--- src/sv/srp_pkg.sv ---
// shared types, constants and register codes for the shelf rectangle packer
package srp_pkg;

    // defaults for the top level parameters
    localparam int DefMaxRects    = 64;
    localparam int DefMaxSizeLog2 = 12;

    // cursor and coordinate width inside the packer
    localparam int CurW = 13;

    // register reset values
    localparam logic [3:0] MarginReset = 4'd1;
    localparam logic [3:0] StartReset  = 4'd5;

    // register word indexes on the configuration port
    localparam logic RegMargin = 1'b0;
    localparam logic RegStart  = 1'b1;

    // sequencer states
    typedef enum logic [4:0] {
        ST_LOAD = 5'b00001,
        ST_READ = 5'b00010,
        ST_STEP = 5'b00100,
        ST_EMIT = 5'b01000,
        ST_BIG  = 5'b10000
    } state_t;

    // operands of one placement step
    typedef struct packed {
        logic [CurW-1:0] cur_x;
        logic [CurW-1:0] cur_y;
        logic [7:0]      w;
        logic [7:0]      h;
        logic [7:0]      tallest;
        logic [3:0]      margin;
        logic [3:0]      side_log2;
    } place_in_t;

    // outcome of one placement step
    typedef struct packed {
        logic            fit;
        logic [CurW-1:0] pos_x;
        logic [CurW-1:0] pos_y;
        logic [CurW-1:0] nxt_x;
        logic [CurW-1:0] nxt_y;
    } place_out_t;

endpackage

--- src/sv/shelf_rect_packer.sv ---
// shelf rectangle packer top level: load store, pack sequencer, result register
//
//  channel | direction | handshake           | payload
//  --------+-----------+---------------------+-----------------------------------------
//  in      | input     | in_valid / in_ready | rect_width, rect_height, last_rect
//  out     | output    | out_valid/out_ready | rect_index, pos_x, pos_y, size_log2,
//          |           |                     | too_large, last_result
//  cfg     | input     | apb psel/penable    | margin (0x0), start_size_log2 (0x4)
//
// in_ready is high only while loading, and a word is taken whenever in_valid is high.
// each pack attempt walks the store with a read and a step state per rectangle, and
// every doubling of the side restarts it; a final walk adds an emit state per
// rectangle to emit the results, where each result waits for out_ready.
// too large comes the cycle after the last word for a start size beyond the maximum,
// else right after the failed walk at the largest side; reset is async, active low.
module shelf_rect_packer #(
    parameter int MAX_RECTS     = srp_pkg::DefMaxRects,
    parameter int MAX_SIZE_LOG2 = srp_pkg::DefMaxSizeLog2
) (
    input  logic        clk,
    input  logic        rst_n,
    // input words
    input  logic        in_valid,
    output logic        in_ready,
    input  logic [7:0]  rect_width,
    input  logic [7:0]  rect_height,
    input  logic        last_rect,
    // result words
    output logic        out_valid,
    input  logic        out_ready,
    output logic [5:0]  rect_index,
    output logic [11:0] pos_x,
    output logic [11:0] pos_y,
    output logic [3:0]  size_log2,
    output logic        too_large,
    output logic        last_result,
    // configuration port
    input  logic        psel,
    input  logic        penable,
    input  logic        pwrite,
    input  logic [2:0]  paddr,
    input  logic [31:0] pwdata,
    output logic [31:0] prdata,
    output logic        pready
);
    import srp_pkg::*;

    localparam int IdxW = (MAX_RECTS > 1) ? $clog2(MAX_RECTS) : 1;
    localparam int CntW = $clog2(MAX_RECTS + 1);
    localparam logic [3:0] MaxLog2 = 4'(MAX_SIZE_LOG2);

    state_t          st_reg, st_next;
    logic [3:0]      margin_reg, start_reg;
    logic [CntW-1:0] count_reg, count_next;
    logic [CntW-1:0] idx_reg, idx_next;
    logic [7:0]      tallest_reg, tallest_next;
    logic [CurW-1:0] cur_x_reg, cur_x_next;
    logic [CurW-1:0] cur_y_reg, cur_y_next;
    logic [3:0]      side_reg, side_next;
    logic            emit_reg, emit_next;

    logic            ov_reg, ov_next;
    logic [5:0]      oidx_reg, oidx_next;
    logic [11:0]     ox_reg, ox_next;
    logic [11:0]     oy_reg, oy_next;
    logic [3:0]      osize_reg, osize_next;
    logic            obig_reg, obig_next;
    logic            olast_reg, olast_next;

    logic            cfg_wr;
    logic            in_acc;
    logic            out_acc;
    logic [3:0]      first_side;
    logic            ram_we;
    logic [15:0]     ram_rdata;
    logic [CntW-1:0] idx_inc;
    place_in_t       pin;
    place_out_t      pout;

    // configuration registers
    assign pready = 1'b1;
    assign cfg_wr = psel && penable && pwrite && pready;

    always_ff @(posedge clk or negedge rst_n)
    begin
        if (!rst_n)
        begin
            margin_reg <= MarginReset;
            start_reg  <= StartReset;
        end
        else if (cfg_wr)
        begin
            unique case (paddr[2])
                RegMargin: margin_reg <= pwdata[3:0];
                RegStart:  start_reg  <= pwdata[3:0];
                default:   margin_reg <= margin_reg;
            endcase
        end
    end

    // register readback
    always_comb
    begin
        unique case (paddr[2])
            RegMargin: prdata = {28'd0, margin_reg};
            RegStart:  prdata = {28'd0, start_reg};
            default:   prdata = 32'd0;
        endcase
    end

    // handshakes
    assign in_ready  = (st_reg == ST_LOAD);
    assign in_acc    = in_valid && in_ready;
    assign out_valid = ov_reg;
    assign out_acc   = ov_reg && out_ready;

    assign first_side = (start_reg == 4'd0) ? 4'd1 : start_reg;
    assign ram_we     = in_acc && (count_reg < CntW'(MAX_RECTS));
    assign idx_inc    = idx_reg + CntW'(1);

    // rectangle store, width in the low byte
    srp_ram #(
        .WIDTH (16),
        .DEPTH (MAX_RECTS)
    ) u_store (
        .clk   (clk),
        .we    (ram_we),
        .waddr (count_reg[IdxW-1:0]),
        .wdata ({rect_height, rect_width}),
        .raddr (idx_reg[IdxW-1:0]),
        .rdata (ram_rdata)
    );

    // placement unit operands
    assign pin.cur_x     = cur_x_reg;
    assign pin.cur_y     = cur_y_reg;
    assign pin.w         = ram_rdata[7:0];
    assign pin.h         = ram_rdata[15:8];
    assign pin.tallest   = tallest_reg;
    assign pin.margin    = margin_reg;
    assign pin.side_log2 = side_reg;

    srp_place_unit u_place (
        .pin  (pin),
        .pout (pout)
    );

    // pack sequencer
    always_comb
    begin
        st_next      = st_reg;
        count_next   = count_reg;
        idx_next     = idx_reg;
        tallest_next = tallest_reg;
        cur_x_next   = cur_x_reg;
        cur_y_next   = cur_y_reg;
        side_next    = side_reg;
        emit_next    = emit_reg;
        ov_next      = ov_reg;
        oidx_next    = oidx_reg;
        ox_next      = ox_reg;
        oy_next      = oy_reg;
        osize_next   = osize_reg;
        obig_next    = obig_reg;
        olast_next   = olast_reg;

        unique case (st_reg)
            ST_LOAD:
            begin
                if (in_acc)
                begin
                    if (ram_we)
                    begin
                        count_next = count_reg + CntW'(1);
                        if (rect_height > tallest_reg)
                        begin
                            tallest_next = rect_height;
                        end
                    end
                    if (last_rect)
                    begin
                        side_next  = first_side;
                        idx_next   = '0;
                        emit_next  = 1'b0;
                        cur_x_next = CurW'(margin_reg);
                        cur_y_next = CurW'(margin_reg);
                        if (first_side > MaxLog2)
                        begin
                            ov_next    = 1'b1;
                            oidx_next  = 6'd0;
                            ox_next    = 12'd0;
                            oy_next    = 12'd0;
                            osize_next = MaxLog2;
                            obig_next  = 1'b1;
                            olast_next = 1'b1;
                            st_next    = ST_BIG;
                        end
                        else
                        begin
                            st_next = ST_READ;
                        end
                    end
                end
            end
            ST_READ:
            begin
                st_next = ST_STEP;
            end
            ST_STEP:
            begin
                if (!pout.fit)
                begin
                    // no room: double the side and restart, or give up
                    if (side_reg >= MaxLog2)
                    begin
                        ov_next    = 1'b1;
                        oidx_next  = 6'd0;
                        ox_next    = 12'd0;
                        oy_next    = 12'd0;
                        osize_next = MaxLog2;
                        obig_next  = 1'b1;
                        olast_next = 1'b1;
                        st_next    = ST_BIG;
                    end
                    else
                    begin
                        side_next  = side_reg + 4'd1;
                        idx_next   = '0;
                        cur_x_next = CurW'(margin_reg);
                        cur_y_next = CurW'(margin_reg);
                        st_next    = ST_READ;
                    end
                end
                else
                begin
                    cur_x_next = pout.nxt_x;
                    cur_y_next = pout.nxt_y;
                    if (emit_reg)
                    begin
                        ov_next    = 1'b1;
                        oidx_next  = 6'(idx_reg);
                        ox_next    = pout.pos_x[11:0];
                        oy_next    = pout.pos_y[11:0];
                        osize_next = side_reg;
                        obig_next  = 1'b0;
                        olast_next = (idx_inc == count_reg);
                        st_next    = ST_EMIT;
                    end
                    else if (idx_inc == count_reg)
                    begin
                        // pass fits: replay it to emit the positions
                        emit_next  = 1'b1;
                        idx_next   = '0;
                        cur_x_next = CurW'(margin_reg);
                        cur_y_next = CurW'(margin_reg);
                        st_next    = ST_READ;
                    end
                    else
                    begin
                        idx_next = idx_inc;
                        st_next  = ST_READ;
                    end
                end
            end
            ST_EMIT:
            begin
                if (out_acc)
                begin
                    ov_next = 1'b0;
                    if (olast_reg)
                    begin
                        count_next   = '0;
                        tallest_next = 8'd0;
                        cur_x_next   = '0;
                        cur_y_next   = '0;
                        side_next    = first_side;
                        emit_next    = 1'b0;
                        idx_next     = '0;
                        st_next      = ST_LOAD;
                    end
                    else
                    begin
                        idx_next = idx_inc;
                        st_next  = ST_READ;
                    end
                end
            end
            ST_BIG:
            begin
                if (out_acc)
                begin
                    ov_next      = 1'b0;
                    count_next   = '0;
                    tallest_next = 8'd0;
                    cur_x_next   = '0;
                    cur_y_next   = '0;
                    side_next    = first_side;
                    emit_next    = 1'b0;
                    idx_next     = '0;
                    st_next      = ST_LOAD;
                end
            end
            default:
            begin
                st_next = ST_LOAD;
            end
        endcase
    end

    // control registers
    always_ff @(posedge clk or negedge rst_n)
    begin
        if (!rst_n)
        begin
            st_reg      <= ST_LOAD;
            count_reg   <= '0;
            idx_reg     <= '0;
            tallest_reg <= 8'd0;
            cur_x_reg   <= '0;
            cur_y_reg   <= '0;
            side_reg    <= StartReset;
            emit_reg    <= 1'b0;
            ov_reg      <= 1'b0;
        end
        else
        begin
            st_reg      <= st_next;
            count_reg   <= count_next;
            idx_reg     <= idx_next;
            tallest_reg <= tallest_next;
            cur_x_reg   <= cur_x_next;
            cur_y_reg   <= cur_y_next;
            side_reg    <= side_next;
            emit_reg    <= emit_next;
            ov_reg      <= ov_next;
        end
    end

    // result payload register
    always_ff @(posedge clk)
    begin
        oidx_reg  <= oidx_next;
        ox_reg    <= ox_next;
        oy_reg    <= oy_next;
        osize_reg <= osize_next;
        obig_reg  <= obig_next;
        olast_reg <= olast_next;
    end

    assign rect_index  = oidx_reg;
    assign pos_x       = ox_reg;
    assign pos_y       = oy_reg;
    assign size_log2   = osize_reg;
    assign too_large   = obig_reg;
    assign last_result = olast_reg;

    // a pending result belongs to a result state
    a_ov_state: assert property (@(posedge clk) disable iff (!rst_n)
        out_valid |-> (st_reg == ST_EMIT || st_reg == ST_BIG))
        else $error("result valid outside a result state");

    // loading and delivering never overlap
    a_no_overlap: assert property (@(posedge clk) disable iff (!rst_n)
        !(in_ready && out_valid))
        else $error("input ready while a result is pending");

    // a too large result ends the run
    a_big_last: assert property (@(posedge clk) disable iff (!rst_n)
        (out_valid && too_large) |-> last_result)
        else $error("too large result not marked last");

    // store fill never passes capacity
    a_count_cap: assert property (@(posedge clk) disable iff (!rst_n)
        count_reg <= CntW'(MAX_RECTS))
        else $error("rectangle count beyond capacity");

    // a delivered final result returns the block to loading
    a_run_end: assert property (@(posedge clk) disable iff (!rst_n)
        (out_acc && last_result) |=> (in_ready && count_reg == '0))
        else $error("run not cleared after final result");

endmodule

--- src/sv/srp_ram.sv ---
// generic single write port ram with registered read
module srp_ram #(
    parameter int WIDTH = 16,
    parameter int DEPTH = 64,
    parameter int AW    = (DEPTH > 1) ? $clog2(DEPTH) : 1
) (
    input  logic             clk,
    input  logic             we,
    input  logic [AW-1:0]    waddr,
    input  logic [WIDTH-1:0] wdata,
    input  logic [AW-1:0]    raddr,
    output logic [WIDTH-1:0] rdata
);

    logic [WIDTH-1:0] mem [DEPTH];

    // write port and registered read port
    always_ff @(posedge clk)
    begin
        if (we)
        begin
            mem[waddr] <= wdata;
        end
        rdata <= mem[raddr];
    end

endmodule

--- src/sv/srp_place_unit.sv ---
// shared placement unit: one shelf placement decision per use
module srp_place_unit (
    input  srp_pkg::place_in_t  pin,
    output srp_pkg::place_out_t pout
);
    import srp_pkg::*;

    logic [CurW:0]   side;
    logic [CurW:0]   sum_x;
    logic [CurW:0]   sum_y;
    logic [4:0]      m2;
    logic [CurW-1:0] row_y;
    logic            zero;

    // shared adders and compares against the side length
    assign side  = (CurW+1)'(1) << pin.side_log2;
    assign m2    = {pin.margin, 1'b0};
    assign sum_x = (CurW+1)'(pin.cur_x) + (CurW+1)'(pin.w) + (CurW+1)'(m2);
    assign sum_y = (CurW+1)'(pin.cur_y) + (CurW+1)'(pin.tallest) + (CurW+1)'(m2);
    assign row_y = pin.cur_y + CurW'(pin.tallest) + CurW'(pin.margin);
    assign zero  = (pin.w == 8'd0) || (pin.h == 8'd0);

    // pick current row, new row or no fit; a zero-size rectangle takes the cursor without moving it
    always_comb
    begin
        pout.fit   = 1'b1;
        pout.pos_x = pin.cur_x;
        pout.pos_y = pin.cur_y;
        pout.nxt_x = pin.cur_x;
        pout.nxt_y = pin.cur_y;
        if (zero)
        begin
            pout.fit = 1'b1;
        end
        else if (sum_x < side)
        begin
            pout.nxt_x = pin.cur_x + CurW'(pin.w) + CurW'(pin.margin);
        end
        else if (sum_y < side)
        begin
            pout.pos_x = CurW'(pin.margin);
            pout.pos_y = row_y;
            pout.nxt_x = CurW'(pin.w) + CurW'(m2);
            pout.nxt_y = row_y;
        end
        else
        begin
            pout.fit = 1'b0;
        end
    end

endmodule

--- config.mk ---
export PLATFORM = sky130hd
export DESIGN_NAME = shelf_rect_packer
export DESIGN_NICKNAME = d
export VERILOG_FILES = /design/src/sv/srp_pkg.sv /design/src/sv/shelf_rect_packer.sv /design/src/sv/srp_ram.sv /design/src/sv/srp_place_unit.sv
export SDC_FILE = /design/constraint.sdc
export NUM_CORES = 1
export LEC_CHECK = 0
export ABC_AREA = 1
export BUFFER_PORTS_ARGS = -buffer_cell sky130_fd_sc_hd__buf_2
export CAP_MARGIN = 20
export CORE_ASPECT_RATIO = 0.75
export CORE_MARGIN = 3
export CORE_UTILIZATION = 57
export CTS_CLUSTER_SIZE = 28
export DETAILED_ROUTE_END_ITERATION = 6
export PLACE_DENSITY_LB_ADDON = 0.2
export SLEW_MARGIN = 30
export SYNTH_ARGS = -nofsm -noshare
export SYNTH_HDL_FRONTEND = slang
export SYNTH_HIERARCHICAL = 1
export SYNTH_SLANG_ARGS = --single-unit
--- constraint.sdc ---
create_clock -name clk -period 7.4 [get_ports clk]
set_input_delay 0.74 -clock clk [delete_from_list [all_inputs] [get_ports clk]]
set_output_delay 0.74 -clock clk [all_outputs]
set_load 0.1 [all_outputs]
**Word level (Yosys, flattened, before mapping)**

Memory sizes are Yosys's and may differ from the RTL's. A register that Yosys moved wholly into a read port is not among the register bits.
Cells that the tools add are included.

- Bits in registers: 103
- Word-level logic and storage cells: 196
- Output and inout port bits: 71
- Bits in writable memories: 1,024
- Memories: 1

- Reductions and logical operators: 25
- Shift operators: 1
- $add $sub $neg: 12
- Eq/ne operators: 22
- $lt $le $gt $ge: 6
- Bitwise gates (word level): 1
- Mux-type cells: 111

Memory list:

| name | words | bits a word | read ports | clocked after memory_dff | wr ports | line | RTL |
|---|---|---|---|---|---|---|---|
| u_store.mem | 64 | 16 | 1 | 1 | 1 | srp_ram.sv:15 | `logic [WIDTH-1:0] mem [DEPTH];` |

Operators by type and width:

| operator | count |
|---|---|
| $mux 13 | 14 |
| $pmux 13 s4 | 2 |
| $mux 12 | 8 |
| $mux 7 | 13 |
| $pmux 32 s2 | 1 |
| $mux 4 | 15 |
| $mux 52 | 1 |
| $mux 51 | 1 |
| $mux 8 | 6 |
| $pmux 12 s2 | 2 |
| $mux 6 | 6 |
| $mux 5 | 7 |
| $reduce_and 7->1 | 5 |
| $add 13x8->14 | 2 |
| $add 14x5->14 | 2 |
| $lt 14x14->1 | 2 |
| $pmux 7 s4 | 1 |
| $mux 27 | 1 |
| $add 13x4->13 | 2 |
| $add 13x8->13 | 2 |
| $pmux 5 s5 | 1 |
| $pmux 8 s3 | 1 |
| $mux 1 | 22 |
| $pmux 7 s3 | 1 |
| other kinds (37) | 60 |

**Logic depth before layout (Yosys ltp)**

Gate-level depths: netlist (run 1).

- Depth after elaboration: 10
- Depth in mapped cells: 31
- Gate-level depth less buffers: 30

**Modules after synthesis**

Netlist (run 1), hierarchy kept.

Modules (own cells, without submodules):

| module | area each (um^2) | cells each | times used |
|---|---|---|---|
| srp_ram | 42,140.4 | 3,534 | 1 |
| shelf_rect_packer | 5,195.0 | 571 | 1 |
| srp_place_unit | 3,769.9 | 607 | 1 |

**Worst setup path before layout (run 1)**

No wires, ideal clock.

- Kind: register -> register
- Start point: register margin_reg[0]
- End point: register olast_reg, in the netlist last_result (enable)
- Buffers on the path: 1
- Arrival: 7.505 ns
- Required time: 6.881 ns
- Path slack: -0.625 ns
- Stages on the path, launching flop included: 23
- Setup time: 0.519 ns
- Path through: dfstp_2 fa_1 ha_1 fa_1 a31oi_1 o21ai_0 a21o_1 nand2_1 inv_1 a21oi_1 nor2_1 ha_1 nand2_1 nor4_2 nand2_1 nand2_1 buf_2 nand3_1 inv_1 nor2_1 nand2_1 o221ai_1 nor4_1

RTL lines:

| element | line | RTL |
|---|---|---|
| start: declaration | shelf_rect_packer.sv:53 | `logic [3:0] margin_reg, start_reg;` |
| start signal: assignment | shelf_rect_packer.sv:88 | `margin_reg <= MarginReset;` |
| start signal: assignment | shelf_rect_packer.sv:94 | `RegMargin: margin_reg <= pwdata[3:0];` |
| start signal: assignment | shelf_rect_packer.sv:96 | `default: margin_reg <= margin_reg;` |
| end signal: assignment | shelf_rect_packer.sv:347 | `olast_reg <= olast_next;` |
| end: declaration | shelf_rect_packer.sv:68 | `logic olast_reg, olast_next;` |

==> results of run 1 <==
-- final timing paths --
kind,startpoint,to,depth (start not counted)
max reg2reg,margin_reg[1]$_DFFE_PN0P_,cur_x_reg[2]$_DFFE_PN0P_,23
min,rst_n,cur_x_reg[12]$_DFFE_PN0P_,2
min reg2reg,start_reg[3]$_DFFE_PN0P_,start_reg[3]$_DFFE_PN0P_,2
max,margin_reg[1]$_DFFE_PN0P_,cur_x_reg[2]$_DFFE_PN0P_,23
min in group clk,pwdata[0],margin_reg[0]$_DFFE_PN1P_,3
max in group asynchronous,rst_n,idx_reg[2]$_DFFE_PN0P_,2
-- final cells by class --
cell class	instances	area (sq um)
flip-flops and latches	1143	33800
fillers	6902	32800
multi-input cells	3111	14700
clock buffers	156	2960
well taps	1200	1500
repair buffers	180	1230
inverters	190	741
clock inverters	44	475
diodes	1	2.50
-- per-layer routing --
layer	wire length, microns	global-route usage [%]	up-vias
met5	0	0	-
met1	56100	43.9	16700
met2	55600	39.7	1758
met4	3070	7.23	0
li1	-	-	16200
met3	14800	5.80	207
-- power breakdown --
group / leakage (uW) / total (uW) / switching [uW] / internal, uW
Sequential: 0.0105 / 7520 / 243 / 7280
Clock: 0.00166 / 5410 / 2370 / 3030
Combinational: 0.00888 / 6210 / 4490 / 1720
Total: 0.0211 / 19100 / 7100 / 12000
-- critical path: cells and delay by family, from the launching register on --
kind	cells	cell delay, ns
AND/OR/NAND/NOR	10	1.77
flip-flops	1	0.64
AO/OA/AOI/OAI	6	1.46
XOR/XNOR	1	0.16
adder cells (fa/ha/maj)	3	1.42
buffers and inverters	3	0.65
-- through the flow --
step | utilization, % | setup WS [ns]
global placement | 58.9 | 1.39
global route | 62.8 | 0.730
finish | 62.8 | 1.21
detailed placement | 58.9 | 1.33
floorplan | - | 0.883
CTS | 62.8 | 1.29
==> results.md, run 1 <==
Drt:
- The detailed-routing iteration count for the pre-antenna-repair pass is 7.
- In this run, the number of DRC markers left after iteration 0 of detailed routing was about 4500.
- The via count is 34900.
- In the final routed layout, each cell accounts on average for 21.5 microns.
- The total wirelength of the detailed-routed design is 130000 microns.
- In the routed layout, each cell is associated on average with a via count of about 5.8.
- The total DRC errors in the routed layout is 9.
- The number of nets with antenna violations after routing is 0.

Hold path:
- The path type of the worst min-delay path is in -> async.

Setup path:
- The path type of the worst setup path is reg -> reg.
- STA classifies the critical path endpoint as a flip-flop.
- The worst setup path is launched from a flip-flop.
- The cell with the largest stage delay on the worst path is sky130_fd_sc_hd__fa_1.
- Along the worst path, the maximum fanout reaches 23.
- At the worst endpoint, the arrival time is approximately 6.8 ns.
- Walking the worst path, the cells encountered are fa_1 > inv_1 > fa_1 > o21ai_0 > a31oi_1 > o21ai_0 > nand2_1 > xor2_1 > ha_1 > a21o_1 > nand3_1 > nand3_1 > a21oi_1 > nand2_2 > nand3_1 > nor2_1 > inv_1 > nor2_1 > nor2_2 > nand3_2 > inv_1 > nor2_1 > a21oi_1.
- The endpoint required time on the critical path is 8.01 ns.
- For this run, the slowest stage of the critical path takes 0.68 ns.
- The minimum setup slack among reg-to-reg paths is 1.21 ns.

Synthesis:
- The Yosys warning count is 6.
- The cell count after synthesis is 4709.
- The average instance in the mapped netlist occupies 10.8 sq um.
- The cell area after technology mapping is 0.0511 sq mm.

STA:
- The clock arrives with ~0.037 ns of skew.
- The period utilization is 83.7%.
- Adding up every negative setup slack in the final design gives 0 ns.
- The transition time at the pin with the least slew margin is 1.03 ns.
- The final count of hold timing violations is 0.
- The number of slew-limit violations in the final report is 0.
- The total setup violations reported at the end of the flow is 0.
- The worst slack on hold paths is 0.135 ns.
- Derived from the worst setup path, the maximum achievable clock frequency is ~0.16 GHz.
- The routed design could run at a clock period as short as 6.19 ns.
- Setup repair after global routing left no endpoint under its margin.
- Headroom to the max-slew limit came out at a little under a third.

Final layout:
- The most common library cell in the layout ignoring fill and taps is sky130_fd_sc_hd__nand2_1.
- The count of placed standard cells in the final layout, fillers left out is 6025.
- The number of flip-flops in the largest register is 1024.
- The share of cells above drive strength 1 is 8.13%.
- The largest registers in the layout are u_store/mem x1024, u_store/rdata x16.
- The library cells used most frequently in the layout, excluding fill and tap cells, are sky130_fd_sc_hd__nand2_1, sky130_fd_sc_hd__edfxtp_1, sky130_fd_sc_hd__nand3_1.
- At the end of the flow, the number of nets in the layout was slightly below 5000.
- The area of all placed cells without fillers is 0.0555 sq mm.
- The area growth from synthesis to layout is 8.65%.
- The register name with the most flops is u_store/mem.

Clocking:
- After clock tree synthesis, the setup repair step added 0 buffers.
- For the worst-skew pair, the clock arrives at the later sink with an insertion delay of 0.69 ns.
- Once the clock tree was built, the resizer swapped 0 gates to a different size.
- Clock-pin slew was measured on the worst setup and hold paths at 0.07 ns.
- TritonCTS built the clock tree.
- In this run, CTS created clock tree buffers numbering ~110.
- The root buffer cell is sky130_fd_sc_hd__clkbuf_16.
- CTS built an H-tree with a depth of 3.
- The total of hold buffers inserted after clock tree synthesis is 0.
- The largest buffer count on any clock path is 3.
- The clock net in this run drives a total of 1143 sinks.

Run:
- Across the run, the number of max-cap violations was 0.

Global routing:
- The maximum number of pins on one net before global-route repair is 198.
- Global routing finished with a remaining overflow of 0.
- The via count of the first global-routing pass is about 32000.
- The global routing usage summed across all routing layers is 27.9%.
- The first global-routing pass estimated 196000 microns of wire.
- The initial antenna violation count is 1.

Floorplan:
- The vertical die dimension is 265 microns.
- The die outline area is 0.0933 sq mm.
- The number of primary I/O pins is 130.
- The cell row count is 94.
- Measured along the x axis, the die boundary spans 352 microns.
- The initial core utilization is 57.8%.
- The core region is slightly below 0.09 sq mm.

Power and ir drop:
- Total power for the finished layout comes to 19100 uW.
- The power density over the cells is 345 mW/mm^2.
- Summed over all cells, the static leakage comes to around 0.021 uW.
- The largest vdd supply drop is around 0.00042 V.

Run status:
- The final reports fail on design-rule violations.
- The run finished, with violations left.

Placed design:
- The detailed-placement wirelength estimate is about 74000 microns.
- The number of placed instances with taps included is 5824.
- At the end of routability-driven placement, the weighted congestion stood at 0.922.
- Summing all placed instances gives a cell area of 0.0521 sq mm.
- Input and output buffers added on the ports amount to 70.
(Power assumes the default switching activity.)
==> run 2, diff against run 1 <==
==> constraint.sdc (replaced) <==
create_clock -name clk -period 5.68 [get_ports clk]
set_input_delay 0.568 -clock clk [delete_from_list [all_inputs] [get_ports clk]]
set_output_delay 0.568 -clock clk [all_outputs]
set_load 0.1 [all_outputs]
==> results.md, run 2 (same netlist as run 1, synthesis figures left out) <==
Setup path:
- The type of element capturing the critical path is a flip-flop (unchanged).
- The reg-to-reg critical path startpoint is margin_reg[0]$_DFFE_PN1P_ (was margin_reg[1]$_DFFE_PN0P_).
- The arrival time at the worst endpoint is 6.01 ns (was 6.81 ns).
- The launching instance or port of the critical path is margin_reg[0]$_DFFE_PN1P_ (was margin_reg[1]$_DFFE_PN0P_).
- The endpoint required time on the critical path is 6.31 ns (was 8.01 ns).
- The dominant delay contributor by cell family on the critical path is simple AND/OR/NAND/NOR gates (unchanged).
- The largest incremental delay on the critical path is 0.65 ns (was 0.68 ns).
- The worst-path maximum fanout is 18 (was 23).
- The element type at the critical path start is a flip-flop (unchanged).
- The path type of the worst setup path is reg -> reg (unchanged).
- The cell with the largest stage delay on the worst path is sky130_fd_sc_hd__dfstp_2 (was sky130_fd_sc_hd__fa_1).
- The minimum setup slack among reg-to-reg paths is 0.30 ns (was 1.21 ns).
- The number of buffer and inverter instances along the worst setup path is 5 (was 3).

Floorplan:
- The placeable core region is 0.0883 sq mm (unchanged).
- The initial core utilization is 57.8% (unchanged).
- The number of primary I/O pins is 130 (unchanged).
- The vertical die dimension is 265 microns (unchanged).
- The cell row count came to 94 (unchanged).
- The die extent in x came to 352 microns (unchanged).
- The die outline area was 0.0933 sq mm (unchanged).

Global routing:
- The maximum number of pins on one net before global-route repair was 230 (was 198).
- The initial antenna violation count is 1 (unchanged).
- The via count of the first global-routing pass is 32200 (about the same).
- The first-pass GRT wire length is 199000 microns (was 196000 microns).
- The total congestion overflow after global routing came to 0 (unchanged).
- The global routing usage summed across all routing layers is 28.2% (was 27.9%).

STA:
- The total setup violations reported at the end of the flow is 0 (unchanged).
- The final count of hold timing violations is 0 (unchanged).
- The transition time at the pin with the least slew margin is 0.994 ns (was 1.03 ns).
- The number of slew-limit violations in the final report is 0 (unchanged).
- The shortest clock period the worst path allows after layout was 5.38 ns (was 6.19 ns).
- The setup clock skew after layout was 0.0294 ns (was 0.0375 ns).
- The final worst slack is 0.302 ns (was 1.21 ns).
- The worst slew margin relative to its limit is 33.8% (was 31.1%).
- The worst slack on hold paths was 0.145 ns (was 0.135 ns).
- The post-route setup TNS is 0 ns (unchanged).
- The maximum clock frequency is 0.186 GHz (was 0.161 GHz).
- The period utilization was 94.7% (was 83.7%).
- RSZ-0062 raised after global routing: false (unchanged).

Drt:
- The initial detailed-routing violation count was 4634 (was 4459).
- The total DRC errors in the routed layout was 0 (was 9).
- The via count is 35000 (was 34900).
- The routed length per instance is 21.8 microns (was 21.5 microns).
- The via density per instance is 5.79 (about the same).
- The number of nets with antenna violations after routing is 0 (unchanged).
- The detailed-routing iteration count for the pre-antenna-repair pass is 7 (unchanged).
- The total wirelength of the detailed-routed design came to 132000 microns (was 130000 microns).

Placed design:
- The setup slack at placement is 0.244 ns (was 1.33 ns).
- The detailed-placement wirelength estimate is 75500 microns (was 73900 microns).
- The number of I/O port buffers is 70 (unchanged).
- The final weighted congestion in routability-driven placement is 0.913 (was 0.922).

Hold path:
- The startpoint identified for the worst hold timing path is pwdata[0].
- The path type of the worst min-delay path is in -> reg (was in -> async).

Final layout:
- The area growth from synthesis to layout is 9.62% (was 8.65%).
- The share of cells above drive strength 1 was 8.85% (was 8.13%).
- Biggest regs: u_store/mem x1024, u_store/rdata x16 (unchanged).
- Most used cells in the layout excluding fill and tap cells: sky130_fd_sc_hd__nand2_1, sky130_fd_sc_hd__edfxtp_1, sky130_fd_sc_hd__nand3_1 (unchanged).
- The most common library cell in the layout ignoring fill and taps is sky130_fd_sc_hd__nand2_1 (unchanged).
- The register name with the most flops is u_store/mem (unchanged).
- The fill cell instance count of the final layout is 6860 (was 6902).
- The net total in the final layout came to 4910 (was 4890).
- The final standard cell utilization of the core was 63.4% (was 62.8%).
- The number of flip-flops in the largest register is 1024 (unchanged).

Run:
- The number of max-cap violations is 0 (unchanged).

Clocking:
- The CTS sink count came to 1143 (unchanged).
- The root buffer cell is sky130_fd_sc_hd__clkbuf_16 (unchanged).
- The clock insertion delay at the later pin of the skew report was 0.70 ns (was 0.69 ns).
- The total clock buffers created by CTS is 108 (was 107).
- The clock-pin slew reported for the worst setup and hold paths after clock tree synthesis is 0.07 ns (about the same).
- The CTS tree is done (unchanged).
- The largest buffer count on any clock path was 3 (unchanged).
- The CTS H-tree depth is 3 (unchanged).

Power and ir drop:
- The reported leakage power was 0.0213 uW (was 0.0211 uW).
- The power density over the cells is 458 mW/mm^2 (was 345 mW/mm^2).
- The largest vdd supply drop was 0.000531 V (was 0.000420 V).

Run status:
- Outcome: completed (was finished with violations).
## run 2: repair_timing
| item | CTS | global route |
|---|---|---|
| resized for setup | 0 | 4 |
| hold buffers | 0 | 1 |
| setup endpoints to repair | 0 | 74 |
| buffers inserted | 0 | 0 |
| hold endpoints to repair | 0 | 10 |
## run 2: final timing paths
check / end / depth (start not counted)
max in group asynchronous: idx_reg[2]$_DFFE_PN0P_ / 3
worst min register to register: start_reg[2]$_DFFE_PN1P_ / 2
worst min-delay path: start_reg[0]$_DFFE_PN1P_ / 3
worst max-delay path: cur_x_reg[6]$_DFFE_PN0P_ / 25
min in group asynchronous: cur_x_reg[12]$_DFFE_PN0P_ / 3
worst max register to register: cur_x_reg[6]$_DFFE_PN0P_ / 25
## run 2: routing by layer
metal / up-vias / part of all wire [%] / GRT usage [%]
met5: - / 0 / 0
met4: 0 / 2.2 / 7.09
met3: 199 / 11 / 5.93
met2: 1672 / 43 / 40.4
met1: 16800 / 44 / 44.3
li1: 16300 / - / -
## run 2: worst min-delay path, delay by kind of cell
family	cells	cell delay [ns]
compound gates	1	0.09
buf+inv	2	0.16
## run 2: per-stage QoR
step	instance area (sq um)	std cells	power, uW
3_3_place_gp	52300	5841	18000
6_report	56000	6049	25600
5_1_grt	56000	6048	27000
2_1_floorplan	51200	4736	16500
3_5_place_dp	52300	5841	18100
4_1_cts	55900	6046	25600
## run 2: report_power, final
group | switching [uW] | internal (uW) | leakage [uW] | total (uW)
Clock | 3190 | 4290 | 0.00180 | 7480
Sequential | 265 | 9480 | 0.0105 | 9750
Combinational | 6010 | 2420 | 0.00901 | 8420
Total | 9460 | 16200 | 0.0213 | 25600
## run 2: area by class of cell
type                            count  area [sq um]  area share (%)
Sequential cell                  1143         33800            60.4
Multi-Input combinational cell   3111         14800            26.4
Clock buffer                      131          2860            5.11
Tap cell                         1200          1500            2.68
Timing Repair Buffer              199          1460            2.61
Clock inverter                     74           826            1.47
Inverter                          190           741            1.32
Antenna cell                        1          2.50         0.00447
